===== src/design/mcep_pkg.sv =====
// Shared types and constants for the mode-change element parser.
package mcep_pkg;

    // Parameter bits kept from a tuple: link set uses bits 28..0
    localparam int PARAM_W = 29;

    typedef enum logic [1:0] {
        KIND_NONE  = 2'd0,
        KIND_DELAY = 2'd1,
        KIND_LINK  = 2'd2
    } kind_t;

    typedef enum logic [1:0] {
        ST_OK       = 2'd0,
        ST_MISMATCH = 2'd1,
        ST_TRUNC    = 2'd2
    } status_t;

    // Configuration register indexes
    localparam logic REG_NPCA  = 1'b0;
    localparam logic REG_EMLSR = 1'b1;

    // One parsed tuple, as passed from the parser to the output side
    typedef struct packed {
        logic [7:0]         hdr;
        kind_t              kind;
        logic [3:0]         len;
        logic [PARAM_W-1:0] params;
        status_t            status;
        logic               last;
    } rec_t;

endpackage


===== src/design/mode_change_element_parser.sv =====
// Top level of the mode-change element parser.
//
// Bytes of a mode-change information field enter on the s_axis channel, one
// per transaction, with tlast on the final byte of the field. Each complete
// mode tuple (or a tuple cut short by tlast) yields one transaction on
// m_axis carrying the header fields, the parameter kind and values, a status
// code and tlast marking the tuple that ends the field. Header and length
// bytes of a parameterized tuple produce nothing on their own.
// The two mode ids are written through cfg_wen/cfg_index/cfg_wdata; the user
// must do so only while the block is idle, which the block does not enforce.
// Index 0 is the delay-set id, index 1 the link-set id. Throughput: one
// byte per cycle while the queue has room. The parser folds each byte
// into its tuple state and pushes finished tuples into a QUEUE_DEPTH-entry
// queue; an output register drains the queue. A result passes through the
// queue and the output register to m_axis, and holds there until taken.
// When the receiver stalls, results back up in the output register and the
// queue; s_axis_tready drops only once the queue is full.
// Reset clears the parse state, empties the queue and output register, and
// restores the mode ids to 0 and 1.
module mode_change_element_parser #(
    parameter int QUEUE_DEPTH = 2
) (
    input  logic        clk,
    input  logic        rst_n,
    // configuration
    input  logic        cfg_wen,
    input  logic        cfg_index,
    input  logic [5:0]  cfg_wdata,
    // input byte stream
    input  logic        s_axis_tvalid,
    output logic        s_axis_tready,
    input  logic [7:0]  s_axis_tdata,   // [7:0] data_byte
    input  logic        s_axis_tlast,   // last_byte
    // parsed tuple stream
    output logic        m_axis_tvalid,
    input  logic        m_axis_tready,
    // [5:0] mode_id, [6] mode_enable, [7] mode_update, [11:8] param_length,
    // [27:12] link_bitmap, [33:28] first_delay, [39:34] second_delay,
    // [40] coex_active, [47:41] zero
    output logic [47:0] m_axis_tdata,
    output logic [3:0]  m_axis_tuser,   // [1:0] param_kind, [3:2] status
    output logic        m_axis_tlast    // last_tuple
);
    import mcep_pkg::*;

    rec_t        push_rec;
    rec_t        head;
    logic        push;
    logic        q_full;
    logic        q_empty;
    logic        pop;
    logic [40:0] out_data;

    // Parse bytes; stall only when the queue has no free slot
    mcep_front u_front (
        .clk       (clk),
        .rst_n     (rst_n),
        .cfg_wen   (cfg_wen),
        .cfg_index (cfg_index),
        .cfg_wdata (cfg_wdata),
        .in_valid  (s_axis_tvalid),
        .in_ready  (s_axis_tready),
        .in_byte   (s_axis_tdata),
        .in_last   (s_axis_tlast),
        .q_full    (q_full),
        .push      (push),
        .rec       (push_rec)
    );

    // Decouple the parser from downstream stalls
    mcep_queue #(
        .DEPTH (QUEUE_DEPTH)
    ) u_queue (
        .clk      (clk),
        .rst_n    (rst_n),
        .push     (push),
        .push_rec (push_rec),
        .full     (q_full),
        .pop      (pop),
        .empty    (q_empty),
        .head     (head)
    );

    // Format and hold the result until the receiver takes it
    mcep_back u_back (
        .clk       (clk),
        .rst_n     (rst_n),
        .q_empty   (q_empty),
        .head      (head),
        .pop       (pop),
        .out_valid (m_axis_tvalid),
        .out_ready (m_axis_tready),
        .out_data  (out_data),
        .out_user  (m_axis_tuser),
        .out_last  (m_axis_tlast)
    );

    // Pad the result to whole bytes
    assign m_axis_tdata = {7'b0, out_data};

endmodule


===== src/design/mcep_front.sv =====
// Byte parser: classifies tuple headers and collects parameter bytes.
module mcep_front (
    input  logic          clk,
    input  logic          rst_n,
    input  logic          cfg_wen,
    input  logic          cfg_index,
    input  logic [5:0]    cfg_wdata,
    input  logic          in_valid,
    output logic          in_ready,
    input  logic [7:0]    in_byte,
    input  logic          in_last,
    input  logic          q_full,
    output logic          push,
    output mcep_pkg::rec_t rec
);
    import mcep_pkg::*;

    typedef enum logic [2:0] {
        PH_HEADER = 3'b001,
        PH_LENGTH = 3'b010,
        PH_PARAMS = 3'b100
    } phase_t;

    phase_t             phase_reg, phase_next;
    logic [7:0]         hdr_reg, hdr_next;
    kind_t              kind_reg, kind_next;
    logic [3:0]         len_reg, len_next;
    logic [1:0]         cnt_reg, cnt_next;
    logic [PARAM_W-1:0] shift_reg, shift_next;
    logic [5:0]         npca_reg;
    logic [5:0]         emlsr_reg;

    logic               accept;
    kind_t              kind_in;
    logic [PARAM_W-1:0] lane;
    logic [PARAM_W-1:0] shift_new;
    logic [1:0]         last_idx;
    logic [3:0]         need;

    assign in_ready = !q_full;
    assign accept   = in_valid && !q_full;

    always_comb
    begin
        if (in_byte[6] && (in_byte[5:0] == npca_reg))
            kind_in = KIND_DELAY;
        else if (in_byte[6] && (in_byte[5:0] == emlsr_reg))
            kind_in = KIND_LINK;
        else
            kind_in = KIND_NONE;
    end

    // Place the incoming byte in its little-endian lane
    always_comb
    begin
        case (cnt_reg)
            2'd0:    lane = {{(PARAM_W-8){1'b0}}, in_byte};
            2'd1:    lane = {{(PARAM_W-16){1'b0}}, in_byte, 8'b0};
            2'd2:    lane = {{(PARAM_W-24){1'b0}}, in_byte, 16'b0};
            default: lane = {in_byte[PARAM_W-25:0], 24'b0};
        endcase
    end

    assign shift_new = shift_reg | lane;
    assign last_idx  = (kind_reg == KIND_LINK) ? 2'd3 : 2'd1;
    assign need      = (kind_reg == KIND_LINK) ? 4'd4 : 4'd2;

    always_comb
    begin
        phase_next = phase_reg;
        hdr_next   = hdr_reg;
        kind_next  = kind_reg;
        len_next   = len_reg;
        cnt_next   = cnt_reg;
        shift_next = shift_reg;
        push       = 1'b0;
        rec.hdr    = hdr_reg;
        rec.kind   = kind_reg;
        rec.len    = len_reg;
        rec.params = '0;
        rec.status = ST_OK;
        rec.last   = in_last;

        case (phase_reg)
            PH_HEADER:
            begin
                if (accept)
                begin
                    hdr_next   = in_byte;
                    kind_next  = kind_in;
                    len_next   = 4'd0;
                    cnt_next   = 2'd0;
                    shift_next = '0;
                    rec.hdr    = in_byte;
                    rec.kind   = kind_in;
                    rec.len    = 4'd0;
                    if (kind_in == KIND_NONE)
                    begin
                        push = 1'b1;
                    end
                    else if (in_last)
                    begin
                        push       = 1'b1;
                        rec.status = ST_TRUNC;
                    end
                    else
                    begin
                        phase_next = PH_LENGTH;
                    end
                end
            end
            PH_LENGTH:
            begin
                if (accept)
                begin
                    len_next = in_byte[3:0];
                    rec.len  = in_byte[3:0];
                    if (in_last)
                    begin
                        push       = 1'b1;
                        rec.status = ST_TRUNC;
                        phase_next = PH_HEADER;
                    end
                    else
                    begin
                        phase_next = PH_PARAMS;
                        cnt_next   = 2'd0;
                        shift_next = '0;
                    end
                end
            end
            PH_PARAMS:
            begin
                if (accept)
                begin
                    if (cnt_reg >= last_idx)
                    begin
                        // tuple complete
                        push       = 1'b1;
                        rec.params = shift_new;
                        rec.status = (len_reg == need) ? ST_OK : ST_MISMATCH;
                        phase_next = PH_HEADER;
                    end
                    else
                    begin
                        cnt_next   = cnt_reg + 2'd1;
                        shift_next = shift_new;
                        if (in_last)
                        begin
                            push       = 1'b1;
                            rec.status = ST_TRUNC;
                            phase_next = PH_HEADER;
                        end
                    end
                end
            end
            default:
            begin
                phase_next = PH_HEADER;
            end
        endcase
    end

    always_ff @(posedge clk or negedge rst_n)
    begin
        if (!rst_n)
        begin
            phase_reg <= PH_HEADER;
            hdr_reg   <= 8'd0;
            kind_reg  <= KIND_NONE;
            len_reg   <= 4'd0;
            cnt_reg   <= 2'd0;
            shift_reg <= '0;
        end
        else
        begin
            phase_reg <= phase_next;
            hdr_reg   <= hdr_next;
            kind_reg  <= kind_next;
            len_reg   <= len_next;
            cnt_reg   <= cnt_next;
            shift_reg <= shift_next;
        end
    end

    always_ff @(posedge clk or negedge rst_n)
    begin
        if (!rst_n)
        begin
            npca_reg  <= 6'd0;
            emlsr_reg <= 6'd1;
        end
        else if (cfg_wen)
        begin
            case (cfg_index)
                REG_NPCA:  npca_reg  <= cfg_wdata;
                REG_EMLSR: emlsr_reg <= cfg_wdata;
                default:   npca_reg  <= npca_reg;
            endcase
        end
    end

endmodule


===== src/design/mcep_queue.sv =====
// Short tuple queue between the parser and the output stage.
module mcep_queue #(
    parameter int DEPTH = 2
) (
    input  logic           clk,
    input  logic           rst_n,
    input  logic           push,
    input  mcep_pkg::rec_t push_rec,
    output logic           full,
    input  logic           pop,
    output logic           empty,
    output mcep_pkg::rec_t head
);
    import mcep_pkg::*;

    localparam int PW = (DEPTH > 1) ? $clog2(DEPTH) : 1;
    localparam int CW = $clog2(DEPTH + 1);
    localparam logic [PW-1:0] LAST_SLOT = PW'(DEPTH - 1);

    rec_t          mem [DEPTH];
    logic [PW-1:0] wr_ptr_reg, rd_ptr_reg;
    logic [CW-1:0] count_reg;
    logic          do_push, do_pop;

    assign full    = (count_reg == CW'(DEPTH));
    assign empty   = (count_reg == '0);
    assign do_push = push && !full;
    assign do_pop  = pop && !empty;
    assign head    = mem[rd_ptr_reg];

    always_ff @(posedge clk)
    begin
        if (do_push)
            mem[wr_ptr_reg] <= push_rec;
    end

    always_ff @(posedge clk or negedge rst_n)
    begin
        if (!rst_n)
        begin
            wr_ptr_reg <= '0;
            rd_ptr_reg <= '0;
            count_reg  <= '0;
        end
        else
        begin
            if (do_push)
                wr_ptr_reg <= (wr_ptr_reg == LAST_SLOT) ? '0 : wr_ptr_reg + 1'b1;
            if (do_pop)
                rd_ptr_reg <= (rd_ptr_reg == LAST_SLOT) ? '0 : rd_ptr_reg + 1'b1;
            if (do_push && !do_pop)
                count_reg <= count_reg + 1'b1;
            else if (do_pop && !do_push)
                count_reg <= count_reg - 1'b1;
        end
    end

endmodule


===== src/design/mcep_back.sv =====
// Output stage: formats a queued tuple into result fields and holds it.
module mcep_back (
    input  logic           clk,
    input  logic           rst_n,
    input  logic           q_empty,
    input  mcep_pkg::rec_t head,
    output logic           pop,
    output logic           out_valid,
    input  logic           out_ready,
    output logic [40:0]    out_data,
    output logic [3:0]     out_user,
    output logic           out_last
);
    import mcep_pkg::*;

    logic        valid_reg;
    logic [40:0] data_reg;
    logic [3:0]  user_reg;
    logic        last_reg;

    logic [15:0] bitmap;
    logic [5:0]  delay1;
    logic [5:0]  delay2;
    logic        coex;

    assign pop = !q_empty && (!valid_reg || out_ready);

    always_comb
    begin
        bitmap = 16'd0;
        delay1 = 6'd0;
        delay2 = 6'd0;
        coex   = 1'b0;
        case (head.kind)
            KIND_DELAY:
            begin
                delay1 = head.params[5:0];
                delay2 = head.params[11:6];
            end
            KIND_LINK:
            begin
                bitmap = head.params[15:0];
                delay1 = head.params[21:16];
                delay2 = head.params[27:22];
                coex   = head.params[28];
            end
            default:
            begin
                bitmap = 16'd0;
            end
        endcase
    end

    always_ff @(posedge clk or negedge rst_n)
    begin
        if (!rst_n)
            valid_reg <= 1'b0;
        else if (pop)
            valid_reg <= 1'b1;
        else if (out_ready)
            valid_reg <= 1'b0;
    end

    always_ff @(posedge clk)
    begin
        if (pop)
        begin
            data_reg <= {coex, delay2, delay1, bitmap, head.len, head.hdr};
            user_reg <= {head.status, head.kind};
            last_reg <= head.last;
        end
    end

    assign out_valid = valid_reg;
    assign out_data  = data_reg;
    assign out_user  = user_reg;
    assign out_last  = last_reg;

endmodule


===== config.mk =====
export PLATFORM = sky130hd
export DESIGN_NAME = mode_change_element_parser
export DESIGN_NICKNAME = d
export VERILOG_FILES = /design/src/design/mcep_pkg.sv /design/src/design/mode_change_element_parser.sv /design/src/design/mcep_front.sv /design/src/design/mcep_queue.sv /design/src/design/mcep_back.sv
export SDC_FILE = /design/constraint.sdc
export NUM_CORES = 1
export LEC_CHECK = 0
export BUFFER_PORTS_ARGS = -buffer_cell sky130_fd_sc_hd__buf_4
export CORE_ASPECT_RATIO = 1.4
export CORE_UTILIZATION = 31
export DETAILED_ROUTE_END_ITERATION = 12
export GPL_TIMING_DRIVEN = 0
export RECOVER_POWER = 50
export SETUP_SLACK_MARGIN = 0.2
export SKIP_CTS_REPAIR_TIMING = 1
export SLEW_MARGIN = 40
export SYNTH_ARGS = -nofsm -noshare
export SYNTH_HDL_FRONTEND = slang
export SYNTH_HIERARCHICAL = 1
export SYNTH_SLANG_ARGS = --single-unit

===== constraint.sdc =====
create_clock -name clk -period 5.2 [get_ports clk]
set_clock_uncertainty 0.05 [all_clocks]
set_input_delay 0.52 -clock clk [delete_from_list [all_inputs] [get_ports clk]]
set_output_delay 0.52 -clock clk [all_outputs]
set_load 0.005 [all_outputs]

# Yosys cells after proc, flatten, opt, wreduce, memory -nomap -nowiden
# Memory sizes are Yosys's and may differ from the RTL's.
# Cells that the tools add are included.
# totals
register_bits	111
mem_bits_rw	92
inputBits	21
memories	1
# classes
add_sub_neg	5
n_lt_le_gt_ge	1
eq_ne	20
n_mux	59
bitwise	2
reduce_logical	27
# mem_list
memory	words	word_bits	read_ports	rd_ports_with_merged_regs	wr	line_no	rtl
u_queue.mem	2	46	1	0	1	mcep_queue.sv:20	rec_t mem [DEPTH];
# ops
op	n
two-way mux 29 bit	7
one-hot mux 29 bit (3 select lines)	2
two-way mux 31 bit	1
two-way mux 2 bit	15
OR 29 bit	1
two-way mux 3 bit	9
one-hot mux 6 bit (2 select lines)	2
one-hot mux 4 bit (2 select lines)	2
two-way mux 14 bit	1
two-way mux 1 bit	13
equality test 6 bit	2
one-hot mux 2 bit (3 select lines)	2
AND reduction 6 bit	2
two-way mux 10 bit	1
one-hot mux 3 bit (3 select lines)	1
equality test 2 bit, second input constant	4
logical AND 1 bit	8
two-way mux 4 bit	2
!= test 2 bit, second input constant	4
AND reduction 2 bit	4
zero test 2 bit	3
!= test 2 x 1 -> 1 bit, second input constant	3
nonzero test 2 bit	3
zero test 1 bit	5
other kinds (14)	17

# Longest topological paths before layout
# logic_depth
ltp_word	13
ltp_mapped	13
depth_no_buf	13

# Hierarchy
# Netlist, hierarchy kept.
# by_module_without_submodules
module	instances	cells_each	area_per_inst_um2
mcep_queue	1	162	3639.7
mcep_front	1	346	3253.1
mcep_back	1	101	1755.4
mode_change_element_parser	1	8	56.3

# Worst setup path before layout
# No wires, ideal clock.
# synth_path
path_type	in2reg
start	input port m_axis_tready
end	register u_queue.count_reg[1]
setup_ns	0.079
arrival_time_ns	4.129
path_slack_ns	0.941
stages	7
cell_sequence	inv_1 > a21oi_1 > o21ai_0 > ha_1 > xor2_1 > nor2_1 > xor2_1
# synth_via
elab_chain_cells	6
# synth_lines
item	line_no	rtl
start: declaration	mode_change_element_parser.sv:36	input logic m_axis_tready,
logical OR 1 bit (*)	mcep_back.sv:26	assign pop = !q_empty && (!valid_reg || out_ready);
logical AND 1 bit (*)	mcep_back.sv:26	
net pop	mode_change_element_parser.sv:51	logic pop;
logical AND 1 bit (*)	mcep_queue.sv:28	assign do_pop = pop && !empty;
zero test 1 bit	mcep_queue.sv:51	if (do_push && !do_pop)
logical AND 1 bit	mcep_queue.sv:51	
two-way mux 2 bit / nonzero test 2 bit (equally long branches)	-	
end signal: assignment	mcep_queue.sv:52	count_reg <= count_reg + 1'b1;
end signal: assignment	mcep_queue.sv:54	count_reg <= count_reg - 1'b1;
end: declaration	mcep_queue.sv:22	logic [CW-1:0] count_reg;
# Mark *: on every way through the listed nets, which the timed path passes. The rest lies on a longest branch.
# A chain may end at the register's enable or synchronous reset.

==> summary.md <==
| Metric | Value |
|---|---|
| Status | finished, violations left |
| Failing checks | max-capacitance violations, max-slew violations |
| Flip-flop count of the largest register after layout | just over 90 |
| Ys flop type | edfxtp_1 |
| DRC Markers | 0 |
| Setup TNS | 0 ps |
| Share of cells above drive strength 1 | 0.232 |
| Dpl hpwl | approximately 13000 um |
| Final setup fails | 0 |
| CP Launch Point | u_queue/rd_ptr_reg |
| Core ar. | 0.0277 sq mm |
| Worst hold path class | in2reg |
| Filler-free cell count of the finished design | around 1100 |
| Register area share after synthesis | 0.663 |
| Antenna violations before repair | 0 |
| Max cap viols | 1 |
| Total GRT Usage | 0.132 |
| Fmax | 264 MHz |
| Cell count after synthesis | 617 |
| Flops & latches, synth | 203 |
| Fin util | 0.370 |
| Syn Area/Cell | 14.1 sq um |
| Area grow syn2layout | 17.5% |
| Worst-Skew Late Latency | 500 ps |
| Final Hold Fails | 0 |
| Via count of the first global-routing pass | 5240 |
| Slew Viols, Final | 66 |
| Post-synth EDFFs | 138 |
| Placed cells | 1059 |
| ANT cells | 0 |
| Gpl congestion | 0.817 |
| 1st-iter DRT viols | 202 |
| FF-to-FF setup slack | 1410 ps |
| CP arrival | 4080 ps |
| Rows | 72 |
| CP startpoint kind | flip-flop |
| Top cell type by total area after synthesis | edfxtp_1 |
| Avg WL per Cell | 16.7 um |
| Sink Count | about 200 |
| Worst-path maximum fanout | 10 |
| Tightest Pin Transition | around 3700 ps |
| Reg2reg path depth | 9 |
| Die Width | 144 um |
| CTS tree | done |
| VDD IR max | 180 uV |
| # IOs | 76 |
| Detailed-route via count | 4977 |
| Clock Root Buffer | clkbuf_16 |
| Crit path to | u_back/out_data[28] |
| # port buffers | 60 |
| Rel. slew slack | -1.44 |
| TritonRoute pass-1 iters | 4 |
| Fin Hold WS | ~170 ps |
| Period utilisation layout | 0.728 |
| Pin count of the biggest net entering global routing | 66 |
| Syn Std Cell Area | 0.00870 sq mm |
| Starting density of the core | 0.315 |
| Clock buffer depth | 3 |
| Die height | 200 um |
| Asr flop ratio synth | 0.320 |
| Minimum clock period | 3790 ps |
| Yosys cell types | 49 |
| Reg-to-Reg End | u_back/out_data[28] |
| First-pass GRT wire length | ~29000 um |
| CTS HTree Levels | 1 |
| Total gr overflow | 0 |
| Power Density | 532 mW/mm^2 |
| Synthesis Warnings | 6 |
| Crit path capture type | flip-flop |
| Die area | 0.0288 sq mm |
| Post-route ant nets | 0 |
| Clk slew on worst S/H paths | 60 ps |
| Worst Setup Path Type | reg2reg |
| Main area contributors after synthesis | edfxtp_1 48%, dfrtp_1 18%, mux2_4 5.2% |
| Unrepaired setup endpoints after global routing | false |
| Routed Wire Length | 18300 um |
| Fin nets | ~740 |
| Vias per inst | 4.54 |
| Leak pwr | just under 4 nW |
| Total power | 5.44 mW |
| CTS buffer count | 21 |
| Reg2Reg Launch Point | u_queue/rd_ptr_reg |
| Share of the synthesized area in the top cell type | 0.476 |
| Crit path required time | between 5000 and 6000 ps |
worst max-delay path, stage by stage, from the launching register on:
cell	delay, ps
dfrtp_1	340
clkbuf_1	540
clkbuf_1	820
mux2_1	460
inv_1	90
ha_1	160
clkbuf_1	430
clkbuf_1	480
a22oi_2	140
nor2_1	130
area by class of cell:
| class | count | area, sq um |
|---|---|---|
| tap | 370 | 463 |
| clock buffer | 29 | 576 |
| timing repair buffer | 66 | 502 |
| multi-input combinational | 362 | 2560 |
| fill | 2689 | 17400 |
| buffer | 45 | 251 |
| inverter | 13 | 48.8 |
| sequential | 203 | 5770 |
| clock inverter | 9 | 52.6 |
stage by stage:
stage	instance area, sq um	setup WS, ps
CTS	10400	2110
floorplan	8730	941
global route	10200	1130
finish	10200	1410
global placement	9640	-821
detailed placement	9780	2010
cells by family after synthesis:
logic type,after synthesis,share of synthesized area
flip-flops,203,0.663
AO/OA/AOI/OAI,104,0.0743
multiplexers,76,0.111
other,1,0.000431
XOR/XNOR,18,0.0181
buffers and inverters,58,0.0401
AND/OR/NAND/NOR,149,0.0811
adder cells (fa/ha/maj),8,0.0115
placed cells by master, fill, tap and decap left out, drive strengths merged, types with 3 or more instances in the layout:
cell type / n
nand4: 3
mux2: 76
buf: 35
edfxtp: 138
a31oi: 4
clkbuf: 105
nor3b: 3
o21ai: 37
conb: 7
inv: 15
xnor2: 10
and2: 17
nor2: 50
nand3: 3
nand2b: 3
xor2: 8
o2bb2ai: 8
nor2b: 12
clkinv: 7
ha: 8
dfrtp: 63
nand2: 52
a22oi: 12
a21oi: 34
worst min-delay path by stage:
stage	cells after the start	endpoint	from
after detailed placement	2	u_front/shift_reg[20]	u_front/shift_reg[20]
after global placement	2	u_front/shift_reg[20]	u_front/shift_reg[20]
after floorplan	0	u_back/out_valid	rst_n
after CTS	1	u_back/out_valid	rst_n
final	2	u_back/out_valid	m_axis_tready
after global routing	1	u_queue/mem[1][0]	s_axis_tlast
synthesized netlist by cell type (2+ instances only):
cell type and count:
nor2b_1 11, inv_1 12, clkbuf_1 13, nor3b_2 2
nand2b_1 3, nor2_1 50, mux2_4 30, a31oi_1 4
nand2_1 51, nand4_1 3, o32ai_1 2, edfxtp_1 138
buf_2 12, ha_1 8, buf_6 9, dfrtp_1 63
and2_1 17, a21oi_1 34, xnor2_1 10, mux2_1 15
o2bb2ai_1 8, buf_4 10, o21ai_1 30, o21ai_0 7
nand3_1 3, mux2_2 31, a22oi_2 3, a22oi_1 9
xor2_1 8, dfstp_2 2
layer usage:
metal,track usage,part of all wire,vias up
li1,-,-,2388
met1,0.142,0.38,2432
met4,0.0578,0.030,0
met5,0,0,-
met2,0.249,0.55,124
met3,0.0184,0.040,33
power by group:
part           internal, mW  switching (mW)  total [mW]
registers              2.36           0.139        2.50
clock network         0.779           0.596        1.37
logic                 0.703           0.865        1.57
total                  3.84            1.60        5.44
Note: power is estimated with default switching activity, not from simulation.
